<file path="config.mk">
export PLATFORM = sky130hd
export DESIGN_NAME = rbpl_seq
export DESIGN_NICKNAME = d
export VERILOG_FILES = /design/src/rtl/rbpl_pkg.sv /design/src/rtl/rbpl_match.sv /design/src/rtl/rbpl_seq.sv
export SDC_FILE = /design/constraint.sdc
export NUM_CORES = 1
export LEC_CHECK = 0
export BUFFER_PORTS_ARGS = -buffer_cell sky130_fd_sc_hd__buf_2
export CAP_MARGIN = 20
export CORE_UTILIZATION = 51
export DETAILED_ROUTE_END_ITERATION = 8
export PLACE_DENSITY = 0.9
export SYNTH_ARGS = -nofsm -noshare
export SYNTH_HDL_FRONTEND = slang
export SYNTH_SLANG_ARGS = --single-unit
</file>
<file path="constraint.sdc">
create_clock -name clk_i -period 7.65 [get_ports clk_i]
set_input_delay 1.53 -clock clk_i [delete_from_list [all_inputs] [get_ports clk_i]]
set_output_delay 1.53 -clock clk_i [all_outputs]
set_load 0.02 [all_outputs]
</file>
<file path="src/rtl/rbpl_pkg.sv">
// Shared types, constants and helpers for the run/block prescale lookup.
// No dependencies; every other file of the block imports this package.
`default_nettype none

package rbpl_pkg;

  // Table geometry
  localparam int TABLE_DEPTH   = 256;
  localparam int TABLE_COUNT   = 5;
  localparam int TOTAL_ENTRIES = TABLE_COUNT * TABLE_DEPTH;

  // Field widths
  localparam int CMD_W  = 2;
  localparam int TSEL_W = 3;
  localparam int RUN_W  = 20;
  localparam int BLK_W  = 16;
  localparam int PS_W   = 24;

  // Derived widths
  localparam int ADDR_W = (TOTAL_ENTRIES > 1) ? $clog2(TOTAL_ENTRIES) : 1;
  localparam int IDX_W  = $clog2(TABLE_DEPTH);
  localparam int CNT_W  = $clog2(TABLE_DEPTH + 1);
  localparam int TAB_W  = (TABLE_COUNT > 1) ? $clog2(TABLE_COUNT) : 1;

  // Weight returned when nothing matches or lookup is off
  localparam logic [PS_W-1:0] WEIGHT_ONE = PS_W'(1);

  typedef enum logic [CMD_W-1:0] {
    CMD_APPEND = 2'd0,
    CMD_QUERY  = 2'd1,
    CMD_CLEAR  = 2'd2
  } cmd_e;

  // One stored table entry
  typedef struct packed {
    logic [RUN_W-1:0] run;
    logic [BLK_W-1:0] start;
    logic [PS_W-1:0]  prescale;
  } entry_t;

  // Request from the sequencer to the entry memory
  typedef struct packed {
    logic              we;
    logic [ADDR_W-1:0] waddr;
    entry_t            wdata;
    logic [ADDR_W-1:0] raddr;
  } mem_req_t;

  // Outcome of the shared compare unit for one entry
  typedef struct packed {
    logic base_hit;
    logic extend;
  } match_t;

  // First memory address of a table
  function automatic logic [ADDR_W-1:0] table_base(input logic [TAB_W-1:0] tab);
    table_base = ADDR_W'(tab) * ADDR_W'(TABLE_DEPTH);
  endfunction

endpackage

`default_nettype wire

</file>
<file path="src/rtl/rbpl_match.sv">
// Shared compare unit: tests one entry against the query run and block.
// Depends on rbpl_pkg for the entry and match types.
`default_nettype none

module rbpl_match import rbpl_pkg::*; (
  input  wire entry_t           ent_i,
  input  wire logic [RUN_W-1:0] run_i,
  input  wire logic [BLK_W-1:0] blk_i,
  input  wire logic [BLK_W-1:0] first_start_i,
  output match_t                res_o
);

  // Same run and a start at or below the block
  assign res_o.base_hit = (ent_i.run == run_i) && (ent_i.start <= blk_i);
  // Advance only past the start of the first match
  assign res_o.extend   = res_o.base_hit && (ent_i.start > first_start_i);

endmodule

`default_nettype wire

</file>
<file path="src/rtl/rbpl_seq.sv">
// Sequencer: entry counts, append/clear handling and the one-entry-a-cycle
// table scan. Depends on rbpl_pkg and instantiates rbpl_match.
`default_nettype none

module rbpl_seq import rbpl_pkg::*; (
  input  wire logic              clk_i,
  input  wire logic              rst_ni,
  input  wire logic              start,
  input  wire logic [CMD_W-1:0]  command_i,
  input  wire logic [TSEL_W-1:0] table_select_i,
  input  wire logic [RUN_W-1:0]  run_number_i,
  input  wire logic [BLK_W-1:0]  block_number_i,
  input  wire logic [PS_W-1:0]   prescale_value_i,
  input  wire logic              lookup_en_i,
  input  wire entry_t            rd_data_i,
  output mem_req_t               mem_req_o,
  output logic                   busy_o,
  output logic                   res_valid_o,
  output logic [PS_W-1:0]        weight_o,
  output logic                   matched_o,
  output logic                   table_full_o
);

  typedef enum logic [1:0] {
    S_IDLE,
    S_FIRST,
    S_SCAN
  } state_e;

  state_e            state_q;
  logic              found_q;
  logic [IDX_W-1:0]  ptr_q;
  logic              res_valid_q;
  logic [PS_W-1:0]   weight_q;
  logic              matched_q;
  logic              full_q;

  logic [TAB_W-1:0]  tab_q;
  logic [RUN_W-1:0]  run_q;
  logic [BLK_W-1:0]  blk_q;
  logic [CNT_W-1:0]  n_q;
  logic [BLK_W-1:0]  first_q;
  logic [PS_W-1:0]   ps_q;

  logic [CNT_W-1:0]  cnt_q [TABLE_COUNT];

  logic              accept;
  logic              tab_ok;
  logic [TAB_W-1:0]  tab_in;
  logic [CNT_W-1:0]  cur_cnt;
  logic              wr_ok;
  logic [IDX_W-1:0]  ptr_rd;
  logic              last;
  logic              take;
  logic              stop;
  cmd_e              cmd;
  match_t            hit;

  assign accept  = start && (state_q == S_IDLE);
  assign busy_o  = (state_q != S_IDLE);
  assign cmd     = cmd_e'(command_i);
  assign tab_ok  = 32'(table_select_i) < TABLE_COUNT;
  assign tab_in  = TAB_W'(table_select_i);
  assign cur_cnt = tab_ok ? cnt_q[tab_in] : '0;
  assign wr_ok   = tab_ok && (cur_cnt < CNT_W'(TABLE_DEPTH));

  // Memory port: write on an append transfer to a table with room, read ahead of the check
  assign ptr_rd            = (state_q == S_SCAN) ? ptr_q + IDX_W'(1) : ptr_q;
  assign mem_req_o.we      = accept && (cmd == CMD_APPEND) && wr_ok;
  assign mem_req_o.waddr   = table_base(tab_in) + ADDR_W'(cur_cnt);
  assign mem_req_o.wdata   = '{run: run_number_i, start: block_number_i,
                               prescale: prescale_value_i};
  assign mem_req_o.raddr   = table_base(tab_q) + ADDR_W'(ptr_rd);

  rbpl_match u_match (
    .ent_i         (rd_data_i),
    .run_i         (run_q),
    .blk_i         (blk_q),
    .first_start_i (first_q),
    .res_o         (hit)
  );

  // Scan decisions for the entry now on the read port
  assign last = (CNT_W'(ptr_q) + CNT_W'(1)) == n_q;
  assign take = found_q ? hit.extend : hit.base_hit;
  assign stop = (found_q && !hit.extend) || last;

  // Sequencer state and registered result
  always_ff @(posedge clk_i or negedge rst_ni) begin
    if (!rst_ni) begin
      state_q     <= S_IDLE;
      found_q     <= 1'b0;
      ptr_q       <= '0;
      res_valid_q <= 1'b0;
      weight_q    <= '0;
      matched_q   <= 1'b0;
      full_q      <= 1'b0;
    end else begin
      res_valid_q <= 1'b0;
      case (state_q)
        S_IDLE: begin
          if (accept) begin
            case (cmd)
              CMD_APPEND: begin
                res_valid_q <= 1'b1;
                weight_q    <= '0;
                matched_q   <= 1'b0;
                full_q      <= !wr_ok;
              end
              CMD_QUERY: begin
                if (lookup_en_i && tab_ok && (cur_cnt != '0)) begin
                  state_q <= S_FIRST;
                  ptr_q   <= '0;
                  found_q <= 1'b0;
                end else begin
                  res_valid_q <= 1'b1;
                  weight_q    <= WEIGHT_ONE;
                  matched_q   <= 1'b0;
                  full_q      <= 1'b0;
                end
              end
              default: ;
            endcase
          end
        end
        S_FIRST: begin
          state_q <= S_SCAN;
        end
        S_SCAN: begin
          ptr_q <= ptr_q + IDX_W'(1);
          if (take) begin
            found_q <= 1'b1;
          end
          if (stop) begin
            state_q     <= S_IDLE;
            res_valid_q <= 1'b1;
            matched_q   <= found_q || take;
            full_q      <= 1'b0;
            if (take) begin
              weight_q <= rd_data_i.prescale;
            end else if (found_q) begin
              weight_q <= ps_q;
            end else begin
              weight_q <= WEIGHT_ONE;
            end
          end
        end
        default: begin
          state_q <= S_IDLE;
        end
      endcase
    end
  end

  // Hold the query and the running choice
  always_ff @(posedge clk_i) begin
    if (accept) begin
      tab_q <= tab_in;
      run_q <= run_number_i;
      blk_q <= block_number_i;
      n_q   <= cur_cnt;
    end
    if ((state_q == S_SCAN) && take) begin
      ps_q <= rd_data_i.prescale;
      if (!found_q) begin
        first_q <= rd_data_i.start;
      end
    end
  end

  // Entry counts: advance on append, drop to zero on clear
  always_ff @(posedge clk_i or negedge rst_ni) begin
    if (!rst_ni) begin
      for (int t = 0; t < TABLE_COUNT; t++) begin
        cnt_q[t] <= '0;
      end
    end else if (accept && tab_ok) begin
      if ((cmd == CMD_APPEND) && wr_ok) begin
        cnt_q[tab_in] <= cur_cnt + CNT_W'(1);
      end else if (cmd == CMD_CLEAR) begin
        cnt_q[tab_in] <= '0;
      end
    end
  end

  assign res_valid_o  = res_valid_q;
  assign weight_o     = weight_q;
  assign matched_o    = matched_q;
  assign table_full_o = full_q;

endmodule

`default_nettype wire

</file>
# ---- Word-level counts from Yosys, hierarchy flattened
# Cells that the tools add are included.
dict set report word_totals {
  register_bits 171
  inputBits 129
  output_inout_bits 111
  elab_cells 121
}
dict set report op_classes {
  n_addsub 5
  magnitude_cmp 6
  n_eq_ne 13
  n_mux 46
  bitwise_logic 4
  reduce_logical 29
}
# op n
set ops {}
lappend ops {{$mux 24} 5}
lappend ops {{$pmux 24 s2} 2}
lappend ops {{$mux 45} 2}
lappend ops {{$and 45x45->45} 1}
lappend ops {{$bwmux 45} 1}
lappend ops {{$not 45->45} 1}
lappend ops {{$mux 9} 4}
lappend ops {{$mux 8} 4}
lappend ops {{$bmux 9 s3} 1}
lappend ops {{$demux 9 s3} 1}
lappend ops {{$eq 20x20->1} 1}
lappend ops {{$gt 16x16->1} 1}
lappend ops {{$le 16x16->1} 1}
lappend ops {{$pmux 8 s2} 1}
lappend ops {{$pmux 1 s2} 7}
lappend ops {{$logic_and 1x1->1} 13}
lappend ops {{$mux 1} 13}
lappend ops {{$add 11x8->11} 1}
lappend ops {{$add 11x9->11} 1}
lappend ops {{$reduce_and 5->1} 2}
lappend ops {{$add 8x1->9 const B} 1}
lappend ops {{$add 9x1->9 const B} 1}
lappend ops {{$eq 9x9->1} 1}
lappend ops {{$lt 9x9->1 const B} 1}
lappend ops {{21 further kinds} 36}

# ---- Longest topological paths before layout
dict set report depth {
  depth_word 11
  depth_mapped 13
  depth_no_buf 9
}

# ---- Cells and area by module
# From an unflattened synthesis, not the netlist that was laid out.
dict set report hier_totals {
  hier_cells 781
  area_unflattened_um2 9166.3
}
# module instances cells_per_inst area_each_um2 seq_area_each_um2
set by_module_without_submodules {}
lappend by_module_without_submodules {rbpl_seq 1 642 8135.3 4719.5}
lappend by_module_without_submodules {rbpl_match 1 139 1031.0 0.0}

# ---- Worst setup path before layout
# OpenSTA, ideal clock, no wires.
dict set report synth_path {
  path_type {input to output}
  start {input port table_select_i[0]}
  end {output port mem_req_o[82] (netlist bit)}
  arrival_time_ns 3.181
  required_time_ns 6.120
  path_slack_ns 2.939
  stages 6
  path_buffers 1
  path_cell_list {mux4_2 -> a21oi_1 -> nand2_1 -> or3_1 -> clkbuf_1 -> nor2_1}
}
# item line_no
set synth_rtl {}
lappend synth_rtl {{from (decl)} rbpl_seq.sv:10} ;# input wire logic [TSEL_W-1:0] table_select_i,
lappend synth_rtl {{to (decl)} rbpl_seq.sv:16} ;# output mem_req_t mem_req_o,

==> metrics.txt <==
status completed; Slew HR 0.286; FF+latch count, synth 171; post-synth top area share 0.292; WL/cell 18.1 um; # resized after CTS 0; Post-synth EDFFs 88; Setup TNS Final 0 ps; Final Cycle Share 0.705; synth warn 0; PwrDens 275 mW/mm^2; # DRC 0; CP endpoint mem_req_o[81]; CP Capture Type output pin; Clock Skew 13.9 ps; crit path launch type input pin; Post-DP HPWL 15.2 mm; max frequency 185 MHz; Lkg Pwr 4.62 nW; Syn Nets 980; I/O Pins 240; Worst EP required 6120 ps; dpl cell area 0.00963 sq mm; Iter 0 DRT Violations 396; Via-to-Cell Ratio 5.59; Die Y 135 um; clk buf depth 2; Mean Syn Cell Area 11.1 sq um; count of hold-fix buffers inserted at cts 0; via count 6513; CTS H-Tree Depth 4; largest net degree at the start of global routing 84; Period minus WS final 5390 ps; Max Slew Vio Count 0; total global-route track usage 0.240; full die area 0.0183 sq mm; gr ovfl total 0; Area Growth Syn to Fin 14.2%; synth top area cells edfxtp_1 29%, dfrtp_1 23%, buf_4 5.6%, ha_1 5.3%, nand2_1 3.5%; sequential area share after synthesis 0.522; PortBufs 191; Layout Utilization 0.597; Clock Latency Late Sink 430 ps; Root Buffer clkbuf_16; clock slew at reported path FFs 70 ps; biggest area consumer among synthesized cells edfxtp_1; top_reg_cell synth edfxtp_1; reg2reg start blk_q[11]; Finished Cell Area 0.0103 sq mm; FF-to-FF End weight_o[23]; CP Max Fanout 35; critical path arrival 3860 ps; worst slew pin tran 1070 ps; Synth cell types 57; synthesized cell area 0.00904 sq mm; layout filler cell count 1425; Hold Violations, Final 0; worst vdd ir 0.189 mV; starting density of the core 0.523; post-synthesis instance total 813; diode count 0; post-route ant nets 0; pre-CTS setup slack 2250 ps; initial antenna violation count 0; Core Area 0.0173 sq mm; r2r worst-path depth 10; layout net count 1094; vias in the first global route 6385; Post-CTS Setup Bufs 0; Worst Hold Class register to register; WL final 21.1 mm; final worst slack 2260 ps; worst hold path depth 2; RD Place Congestion 0.920; RSZ-0062 raised after global routing false; internal reg-to-reg setup slack 3970 ps; critical path startpoint table_select_i[1]; clock sink total 171; Die W 135 um; first-pass GRT wire length 33.8 mm; first-pass detailed-route iteration total 4; max-cap check violation count 0; CTS buffer count 17; TritonCTS clock tree done; Site Rows 48; layout cell share with drive strength beyond 1 0.289; post-synthesis async set-or-reset flop share 0.485; Setup Viol. Count Final 0; Setup CP Type input pin to output pin
metrics by stage:
step                      cells  total power [mW]  hold slack (ps)
after floorplan             813              1.72              442
after global placement     1130              1.90              460
after detailed placement   1130              1.93              471
after CTS                  1162              2.86              487
after global routing       1165              2.97              509
final                      1165              2.84              486
worst max-delay path: stages:
cell and delay, ps:
buf_2 530, mux4_2 400, a21oi_1 500, inv_1 170, ha_1 220, ha_1 190, xor2_1 140, buf_2 180
how the worst min path moves through the flow:
stage / start / slack [ps] / end
global placement: cnt_q[27] / 460 / cnt_q[27]
floorplan: cnt_q[0] / 440 / cnt_q[0]
global route: cnt_q[5] / 510 / cnt_q[5]
detailed placement: cnt_q[5] / 470 / cnt_q[5]
finish: cnt_q[23] / 490 / cnt_q[23]
CTS: cnt_q[5] / 490 / cnt_q[5]
routing by layer:
layer,up-vias,part of all wire,global-route usage
met3,28,0.069,0.0460
met4,0,0.016,0.0855
met2,260,0.48,0.377
met5,-,0,0
li1,3079,-,-
met1,3146,0.43,0.333
cells by family after synthesis:
kind of cell | Yosys count | synth area share
AO/OA/AOI/OAI | 155 | 0.108
XOR/XNOR | 38 | 0.0368
multiplexers | 41 | 0.0588
buffers and inverters | 153 | 0.0988
flip-flops | 171 | 0.522
adder cells (fa/ha/maj) | 38 | 0.0526
AND/OR/NAND/NOR | 217 | 0.123
Yosys cell counts, types with 3 or more instances:
library cell / instances
nand3_1: 13
edfxtp_1: 88
buf_2: 7
mux2i_1: 13
nand2_1: 84
mux2_4: 17
clkbuf_1: 22
nor2b_1: 3
a21o_1: 4
nor3b_1: 5
ha_1: 38
a31oi_1: 9
and2_1: 5
nor2_1: 23
xnor2_1: 31
o21a_1: 8
and3_1: 6
nand4_1: 37
o2111ai_1: 3
o21ai_0: 62
nor3_1: 14
a22o_1: 21
or2_2: 3
nand3b_1: 9
inv_1: 51
a21oi_1: 26
buf_6: 3
xor2_1: 7
o31ai_1: 5
buf_4: 68
dfrtp_1: 83
mux2_2: 9
flip-flops by register name (all words and copies together), names as in the netlist:
name          count
blk_q            16
cnt_q            45
first_q          16
found_q           1
matched_o         1
n_q               9
ps_q             24
ptr_q             8
res_valid_o       1
run_q            20
state_q           2
tab_q             3
table_full_o      1
weight_o         24
layout by cell type (no fill, tap or decap), types with 4 or more instances in the layout:
master,count
a21o_1,4
a21oi_1,26
a22o_1,21
a31oi_1,9
and2_1,5
and3_1,6
buf_2,190
buf_4,4
clkbuf_16,19
dfrtp_1,83
edfxtp_1,88
ha_1,38
inv_1,50
inv_6,8
mux2_2,9
mux2_4,17
mux2i_1,13
nand2_1,84
nand3_1,13
nand3b_1,9
nand4_1,37
nor2_1,22
nor3_1,14
nor3b_1,5
o21a_1,8
o21ai_0,62
o31ai_1,4
xnor2_1,31
xor2_1,7
power by group:
| part | internal (mW) | switching (mW) | total [mW] |
|---|---|---|---|
| combinational | 0.288 | 0.448 | 0.735 |
| clock | 0.535 | 0.395 | 0.929 |
| sequential | 1.09 | 0.0899 | 1.18 |
final cells by class:
cell class / count / area [sq um] / share of cell area
flip-flops and latches: 171 / 4720 / 0.457
well taps: 225 / 282 / 0.0273
clock buffers: 19 / 475 / 0.0460
repair buffers: 197 / 1050 / 0.102
multi-input cells: 489 / 3450 / 0.334
clock inverters: 13 / 161 / 0.0156
inverters: 51 / 191 / 0.0185
Note: power is estimated with default switching activity, not from simulation.
